**src/rtl/etk_pkg.sv**
```systemverilog
`timescale 1ns / 1ps
// Package for the expression tokenizer: lexer modes, character codes,
// character class functions and the per-byte step record. No dependencies.
package etk_pkg;

    localparam int unsigned ByteW = 8;

    typedef enum logic [1:0] {
        LEX_BETWEEN = 2'd0,
        LEX_VALUE   = 2'd1,
        LEX_OPER    = 2'd2
    } t_lex_mode;

    localparam logic [ByteW-1:0] ChNul    = 8'h00;
    localparam logic [ByteW-1:0] ChTab    = 8'h09;
    localparam logic [ByteW-1:0] ChCr     = 8'h0D;
    localparam logic [ByteW-1:0] ChSpace  = 8'h20;
    localparam logic [ByteW-1:0] ChLParen = 8'h28;
    localparam logic [ByteW-1:0] ChRParen = 8'h29;
    localparam logic [ByteW-1:0] ChComma  = 8'h2C;
    localparam logic [ByteW-1:0] ChAmp    = 8'h26;
    localparam logic [ByteW-1:0] ChBar    = 8'h7C;
    localparam logic [ByteW-1:0] ChEq     = 8'h3D;
    localparam logic [ByteW-1:0] ChBang   = 8'h21;
    localparam logic [ByteW-1:0] ChLt     = 8'h3C;
    localparam logic [ByteW-1:0] ChGt     = 8'h3E;
    localparam logic [ByteW-1:0] ChPlus   = 8'h2B;
    localparam logic [ByteW-1:0] ChMinus  = 8'h2D;
    localparam logic [ByteW-1:0] ChStar   = 8'h2A;
    localparam logic [ByteW-1:0] ChSlash  = 8'h2F;
    localparam logic [ByteW-1:0] ChPct    = 8'h25;
    localparam logic [ByteW-1:0] ChTilde  = 8'h7E;

    typedef struct packed {
        logic             has_result;
        logic [ByteW-1:0] token_byte;
        logic             starts_token;
        logic             is_operator;
        logic             stream_done;
        t_lex_mode        next_mode;
        logic [ByteW-1:0] next_pending;
    } t_lex_step;

    function automatic logic is_space_char(input logic [ByteW-1:0] c);
        return ((c >= ChTab) && (c <= ChCr)) || (c == ChSpace);
    endfunction

    function automatic logic is_op_char(input logic [ByteW-1:0] c);
        return (c == ChLParen) || (c == ChRParen) || (c == ChComma) || (c == ChAmp)
            || (c == ChBar) || (c == ChEq) || (c == ChBang) || (c == ChLt)
            || (c == ChGt) || (c == ChPlus) || (c == ChMinus) || (c == ChStar)
            || (c == ChSlash) || (c == ChPct) || (c == ChTilde);
    endfunction

    // True when byte b completes operator a, or is a zero byte absorbed by it.
    function automatic logic joins_op(input logic [ByteW-1:0] a, input logic [ByteW-1:0] b);
        logic r;
        r = 1'b0;
        unique case (a)
            ChLParen, ChRParen, ChPlus, ChMinus, ChTilde, ChStar, ChSlash, ChPct: begin
                r = (b == ChNul);
            end
            ChAmp: begin
                r = (b == ChNul) || (b == ChAmp);
            end
            ChBar: begin
                r = (b == ChNul) || (b == ChBar);
            end
            ChLt, ChGt, ChBang, ChEq: begin
                r = (b == ChNul) || (b == ChEq);
            end
            default: begin
                r = 1'b0;
            end
        endcase
        return r;
    endfunction

endpackage

```
**src/rtl/etk_classify.sv**
```systemverilog
`timescale 1ns / 1ps
// Per-byte lexer step: classifies one character against the current mode
// and pending operator. Depends on etk_pkg.
module etk_classify (
    input  logic [etk_pkg::ByteW-1:0] i_char,
    input  logic                      i_end,
    input  etk_pkg::t_lex_mode        i_mode,
    input  logic [etk_pkg::ByteW-1:0] i_pending,
    output etk_pkg::t_lex_step        o_step
);
    import etk_pkg::*;

    logic      w_in_oper;
    logic      w_joins;
    t_lex_mode w_base_mode;

    assign w_in_oper   = (i_mode == LEX_OPER);
    assign w_joins     = w_in_oper && joins_op(i_pending, i_char);
    assign w_base_mode = (i_mode == LEX_VALUE) ? LEX_VALUE : LEX_BETWEEN;

    always_comb begin
        o_step              = '0;
        o_step.token_byte   = i_char;
        o_step.next_mode    = LEX_BETWEEN;
        o_step.next_pending = ChNul;
        priority if (i_end) begin
            o_step.has_result  = 1'b1;
            o_step.token_byte  = ChNul;
            o_step.stream_done = 1'b1;
        end else if (w_joins) begin
            o_step.has_result  = (i_char != ChNul);
            o_step.is_operator = 1'b1;
        end else if (is_space_char(i_char)) begin
            o_step.has_result = 1'b0;
        end else if (is_op_char(i_char)) begin
            o_step.has_result   = 1'b1;
            o_step.starts_token = 1'b1;
            o_step.is_operator  = 1'b1;
            o_step.next_mode    = LEX_OPER;
            o_step.next_pending = i_char;
        end else begin
            o_step.has_result   = 1'b1;
            o_step.starts_token = (w_base_mode != LEX_VALUE);
            o_step.next_mode    = LEX_VALUE;
        end
    end

endmodule

```
**src/rtl/expression_tokenizer.sv**
```systemverilog
`timescale 1ns / 1ps
// Expression tokenizer top level: lexer state, output register and skid stage.
// Depends on etk_pkg and etk_classify.
//
// The block takes one character per cycle while the skid register is empty
// and gives at most one tagged token byte per character, held in the output
// register or, while that is stalled, the skid register. Whitespace and a zero
// byte directly after an operator's first character (a comma apart) produce
// no output. A transaction with tlast set produces an end marker and returns
// the lexer to its reset state. The only loop is the update of the lexer mode
// and pending operator register; a two-entry output stage (output register
// plus skid register) keeps input flowing under a stall until the skid fills.
module expression_tokenizer (
    input  logic                      i_clk,
    input  logic                      i_rst_n,
    input  logic                      s_axis_tvalid,
    output logic                      s_axis_tready,
    input  logic [etk_pkg::ByteW-1:0] s_axis_tdata,  // [7:0] text_byte
    input  logic                      s_axis_tlast,  // end_of_text
    output logic                      m_axis_tvalid,
    input  logic                      m_axis_tready,
    output logic [etk_pkg::ByteW-1:0] m_axis_tdata,  // [7:0] token_byte
    output logic [1:0]                m_axis_tuser,  // [0] starts_token, [1] is_operator
    output logic                      m_axis_tlast   // stream_done
);
    import etk_pkg::*;

    localparam int unsigned OutW = ByteW + 3;

    t_lex_mode        r_mode,       n_mode;
    logic [ByteW-1:0] r_pending,    n_pending;
    logic             r_out_valid,  n_out_valid;
    logic [OutW-1:0]  r_out,        n_out;
    logic             r_skid_valid, n_skid_valid;
    logic [OutW-1:0]  r_skid,       n_skid;

    t_lex_step        w_step;
    logic             w_accept;
    logic             w_take;
    logic [OutW-1:0]  w_result;

    etk_classify u_classify (
        .i_char    (s_axis_tdata),
        .i_end     (s_axis_tlast),
        .i_mode    (r_mode),
        .i_pending (r_pending),
        .o_step    (w_step)
    );

    assign s_axis_tready = !r_skid_valid;
    assign w_accept      = s_axis_tvalid && s_axis_tready;
    assign w_take        = r_out_valid && m_axis_tready;
    assign w_result      = {w_step.stream_done, w_step.is_operator,
                            w_step.starts_token, w_step.token_byte};

    always_comb begin
        n_mode       = r_mode;
        n_pending    = r_pending;
        n_out_valid  = r_out_valid;
        n_out        = r_out;
        n_skid_valid = r_skid_valid;
        n_skid       = r_skid;
        if (w_accept) begin
            n_mode    = w_step.next_mode;
            n_pending = w_step.next_pending;
        end
        if (w_take) begin
            n_out_valid  = r_skid_valid;
            n_out        = r_skid;
            n_skid_valid = 1'b0;
        end
        if (w_accept && w_step.has_result) begin
            if (!r_out_valid || w_take) begin
                n_out_valid = 1'b1;
                n_out       = w_result;
            end else begin
                n_skid_valid = 1'b1;
                n_skid       = w_result;
            end
        end
    end

    always_ff @(posedge i_clk) begin
        if (!i_rst_n) begin
            r_mode       <= LEX_BETWEEN;
            r_pending    <= ChNul;
            r_out_valid  <= 1'b0;
            r_skid_valid <= 1'b0;
        end else begin
            r_mode       <= n_mode;
            r_pending    <= n_pending;
            r_out_valid  <= n_out_valid;
            r_skid_valid <= n_skid_valid;
        end
    end

    always_ff @(posedge i_clk) begin
        r_out  <= n_out;
        r_skid <= n_skid;
    end

    assign m_axis_tvalid = r_out_valid;
    assign m_axis_tdata  = r_out[ByteW-1:0];
    assign m_axis_tuser  = r_out[ByteW+1:ByteW];
    assign m_axis_tlast  = r_out[ByteW+2];

    a_skid_implies_out: assert property (@(posedge i_clk) disable iff (!i_rst_n)
        r_skid_valid |-> r_out_valid)
        else $error("skid register holds data while output register is empty");

    a_end_resets_mode: assert property (@(posedge i_clk) disable iff (!i_rst_n)
        (w_accept && s_axis_tlast) |=> (r_mode == LEX_BETWEEN && r_pending == ChNul))
        else $error("lexer state not cleared after end of text");

    a_pending_is_op: assert property (@(posedge i_clk) disable iff (!i_rst_n)
        (r_mode == LEX_OPER) |-> is_op_char(r_pending))
        else $error("pending operator is not an operator character");

    a_marker_clean: assert property (@(posedge i_clk) disable iff (!i_rst_n)
        (m_axis_tvalid && m_axis_tlast) |-> (m_axis_tdata == ChNul && m_axis_tuser == 2'b00))
        else $error("end marker carries token data");

    a_second_char_no_start: assert property (@(posedge i_clk) disable iff (!i_rst_n)
        (m_axis_tvalid && !m_axis_tlast && !m_axis_tuser[1]) |-> !is_op_char(m_axis_tdata))
        else $error("operator character emitted as a value byte");

endmodule

```
**config.mk**
```make
export PLATFORM = sky130hd
export DESIGN_NAME = expression_tokenizer
export DESIGN_NICKNAME = d
export VERILOG_FILES = /design/src/rtl/etk_pkg.sv /design/src/rtl/etk_classify.sv /design/src/rtl/expression_tokenizer.sv
export SDC_FILE = /design/constraint.sdc
export NUM_CORES = 1
export LEC_CHECK = 0
export ABC_AREA = 1
export BUFFER_PORTS_ARGS = -buffer_cell sky130_fd_sc_hd__buf_2
export CORE_MARGIN = 2
export CORE_UTILIZATION = 48
export CTS_CLUSTER_DIAMETER = 120
export DETAILED_ROUTE_END_ITERATION = 10
export PLACE_DENSITY = 0.66
export RECOVER_POWER = 50
export SLEW_MARGIN = 40
export SYNTH_ARGS = -nofsm -noshare
export SYNTH_HDL_FRONTEND = slang
export SYNTH_SLANG_ARGS = --single-unit
export TNS_END_PERCENT = 1
```
**constraint.sdc**
```tcl
create_clock -name i_clk -period 2.22 [get_ports i_clk]
set_input_delay 0.444 -clock i_clk [delete_from_list [all_inputs] [get_ports i_clk]]
set_output_delay 0.444 -clock i_clk [all_outputs]
set_load 0.02 [all_outputs]
```
==> impl_metrics.tcl <==
set metrics [dict create \
    antenna_cells 0 \
    status "complete, no violations" \
    clkTransAtPathRegs_ns 0.06 \
    switching_power_w 0.000404 \
    synth_area_leader_cell "dfxtp_1" \
    avgSynthCellArea_um2 7.68 \
    pin_count 26 \
    die_h_um 67.8 \
    wirelength_mm 4.08 \
    tns_ns 0 \
    die_area_mm2 0.00459 \
    worstSetupStartpointType "flop" \
    synth_warnings 0 \
    synthesis.instances 254 \
    dpl_cell_area_mm2 0.00214 \
    row_count 23 \
    htreeDepth 2 \
    p_leak_nw 0.906 \
    finalSetupViolations 0 \
    reg2reg_from "r_pending[7]$_SDFFE_PN0P_" \
    p_total_w 0.00139 \
    area_growth_pct 12.4 \
    worstSetupStartpoint "r_pending[7]$_SDFFE_PN0P_" \
    yosys.area.top_type_share_pct 23.6 \
    layout-drive-gt1-share_pct 22.3 \
    crit_slowest_cell "dfxtp_1" \
    hpwlAfterDp_mm 3.11 \
    wl_per_cell_um 12.2 \
    core_area_mm2 0.00394 \
    rsz0062_at_grt "no" \
    grt_first_pass_wirelength_mm 6.72 \
    power_density_mw_per_mm2 633 \
    final_cells 333 \
    grt_overflow 0 \
    ctsLongestPathBuffers 2 \
    comb_power_share_pct 18.6 \
    numCtsBuffers 5 \
    place_congestion 0.905 \
    final_cell_area_mm2 0.00219 \
    first_pass_iters 4 \
    ir_drop_v 0.000255 \
    drt_iter0_drc 85 \
    path_class "reg2reg" \
    clkSinkCount 34 \
    ctsHoldBuffers 0 \
    syn-num-nets 267 \
    start_util_pct 49.5 \
    cts_setup_buffers 0 \
    sw_frac_of_total_pct 29.1 \
    finalHoldViolations 0 \
    internal_power_w 0.000985 \
    fin_skew_ns 0.00848 \
    worstPathMaxFanout 11 \
    slew_headroom_pct 45.9 \
    clkPwrFrac_pct 31.5 \
    seq_power_share_pct 49.9 \
    grt_max_degree 21 \
    max-cap-violations 0 \
    postLayoutCoreUtil_pct 55.7 \
    syn_area_mm2 0.00195 \
    ys_ff_latch 34 \
    crit_required_ns 2.22 \
    path_common_cell "nand2_1" \
    holdCritPathClass "in2reg" \
    route.detailed.drc 0 \
    io_buffers 25 \
    grt_pass1_vias 1504 \
    worst_pin_slew_ns 0.812 \
    clock_latency_ns 0.29 \
    seq_area_frac_synth_pct 40.5 \
    root_buffer "clkbuf_8" \
    arrival_ns 1.95 \
    hold_path_startpoint "s_axis_tdata[2]" \
    antenna_found_initial 0 \
    fillers 393 \
    ant_nets 0 \
    nets 295 \
    synth_area_leaders "dfxtp_1, edfxtp_1, nand2_1, mux2_2, a21oi_1" \
    grtUsageTotal_pct 20.0 \
    cts.repair.resized 0 \
    die_w_um 67.8 \
    fin_crit_sh_pct 87.7 \
    ys_types 25 \
    end_kind "flop" \
    vias 1676 \
    via_per_inst 5.03 \
    path_cells "inv_1, nand2_1, nor2_1, o21ai_0, o22ai_1, nand2_1, nand2_1, nand3_1, nand3_4, nand3_1, inv_1, buf_12" \
    fmax_mhz 514 \
    cp_slowest_stage_delay_ns 0.31 \
    cts_tree "done" \
    finalCriticalPeriod_ns 1.95 \
    slew_viol_final 0 \
    dpl.cell_count 325 \
]
[registers in the layout, indices dropped and copies added, names as in the netlist]
name	count
m_axis_tvalid	1
r_mode	2
r_out	11
r_pending	8
r_skid	11
r_skid_valid	1
[placed cells by master (no fill, tap or decap), types with 3 or more instances in the layout]
cell | netlist | final
buf_2 | 0 | 11
nand2_1 | 52 | 54
buf_4 | 0 | 3
inv_1 | 27 | 27
edfxtp_1 | 11 | 11
nand2_2 | 11 | 10
a21oi_1 | 23 | 23
nor2_1 | 26 | 26
nand4_1 | 11 | 11
clkbuf_1 | 7 | 15
dfxtp_1 | 23 | 23
clkbuf_8 | 0 | 5
nor2_2 | 6 | 6
mux2_2 | 11 | 11
nor3_1 | 9 | 9
o21ai_2 | 8 | 8
o21ai_0 | 5 | 5
nand3_1 | 12 | 12
[cells by family (layout without fill, tap and decap cells)]
logic type	Yosys count	after routing	synth area share (%)
multiplexers	11	11	6.35
AO/OA/AOI/OAI	38	38	11.5
AND/OR/NAND/NOR	133	133	32.9
buffers and inverters	38	67	8.72
flip-flops	34	34	40.5
[worst max-delay path, delay by kind of cell, from the launching register on]
kind | cells | cell delay (ns)
AND/OR/NAND/NOR | 7 | 0.76
buffers and inverters | 3 | 0.32
flip-flops | 1 | 0.31
AO/OA/AOI/OAI | 2 | 0.27
[metal layers]
layer | part of all wire [%] | track usage (%) | vias up
met1 | 46 | 24.0 | 743
met4 | 1.6 | 10.5 | 0
met2 | 47 | 33.9 | 30
met3 | 4.8 | 3.50 | 8
li1 | - | - | 895
met5 | 0 | 0 | -
[power groups by stage]
stage | sequential [W] | clock, W | combinational (W)
CTS | 0.000692 | 0.000452 | 0.000270
floorplan | 0.000739 | 0 | 0.000164
detailed placement | 0.000706 | 0 | 0.000269
global placement | 0.000705 | 0 | 0.000265
finish | 0.000693 | 0.000438 | 0.000259
global route | 0.000698 | 0.000475 | 0.000289
[synthesized netlist by cell type, drive strengths merged]
cell / n
clkinv: 1
clkbuf: 7
o22ai: 1
nor2: 32
nand3b: 1
edfxtp: 11
inv: 28
o21ai: 13
nand2: 66
nor3: 9
dfxtp: 23
mux2: 11
a21oi: 24
buf: 2
nand4: 11
nand3: 14
[worst paths after layout]
check / slack, ns / to / depth (start not counted)
worst min register to register: 0.48 / r_skid_valid$_SDFF_PN0_ / 2
worst max-delay path: 0.27 / r_skid[2]$_DFFE_PP_ / 12
worst max register to register: 0.27 / r_skid[2]$_DFFE_PP_ / 12
worst min-delay path: 0.47 / r_pending[2]$_SDFFE_PN0P_ / 3
[area by class of cell]
cell class / instances / area, um2 / share of cell area (%)
Multi-Input combinational cell: 182 / 981 / 44.7
Clock buffer: 6 / 72.6 / 3.31
Sequential cell: 34 / 791 / 36.0
Timing Repair Buffer: 30 / 170 / 7.75
Clock inverter: 2 / 8.76 / 0.399
Inverter: 29 / 109 / 4.96
Tap cell: 50 / 62.6 / 2.85
[metrics by stage]
| step | hold slack (ns) | setup WS [ns] |
|---|---|---|
| 2_1_floorplan | 0.455 | 0.255 |
| 3_3_place_gp | 0.471 | 0.0730 |
| 3_5_place_dp | 0.474 | 0.0514 |
| 4_1_cts | 0.456 | 0.282 |
| 5_1_grt | 0.482 | 0.0738 |
| 6_report | 0.469 | 0.274 |
No activity file was read; power rests on OpenSTA's default activity.
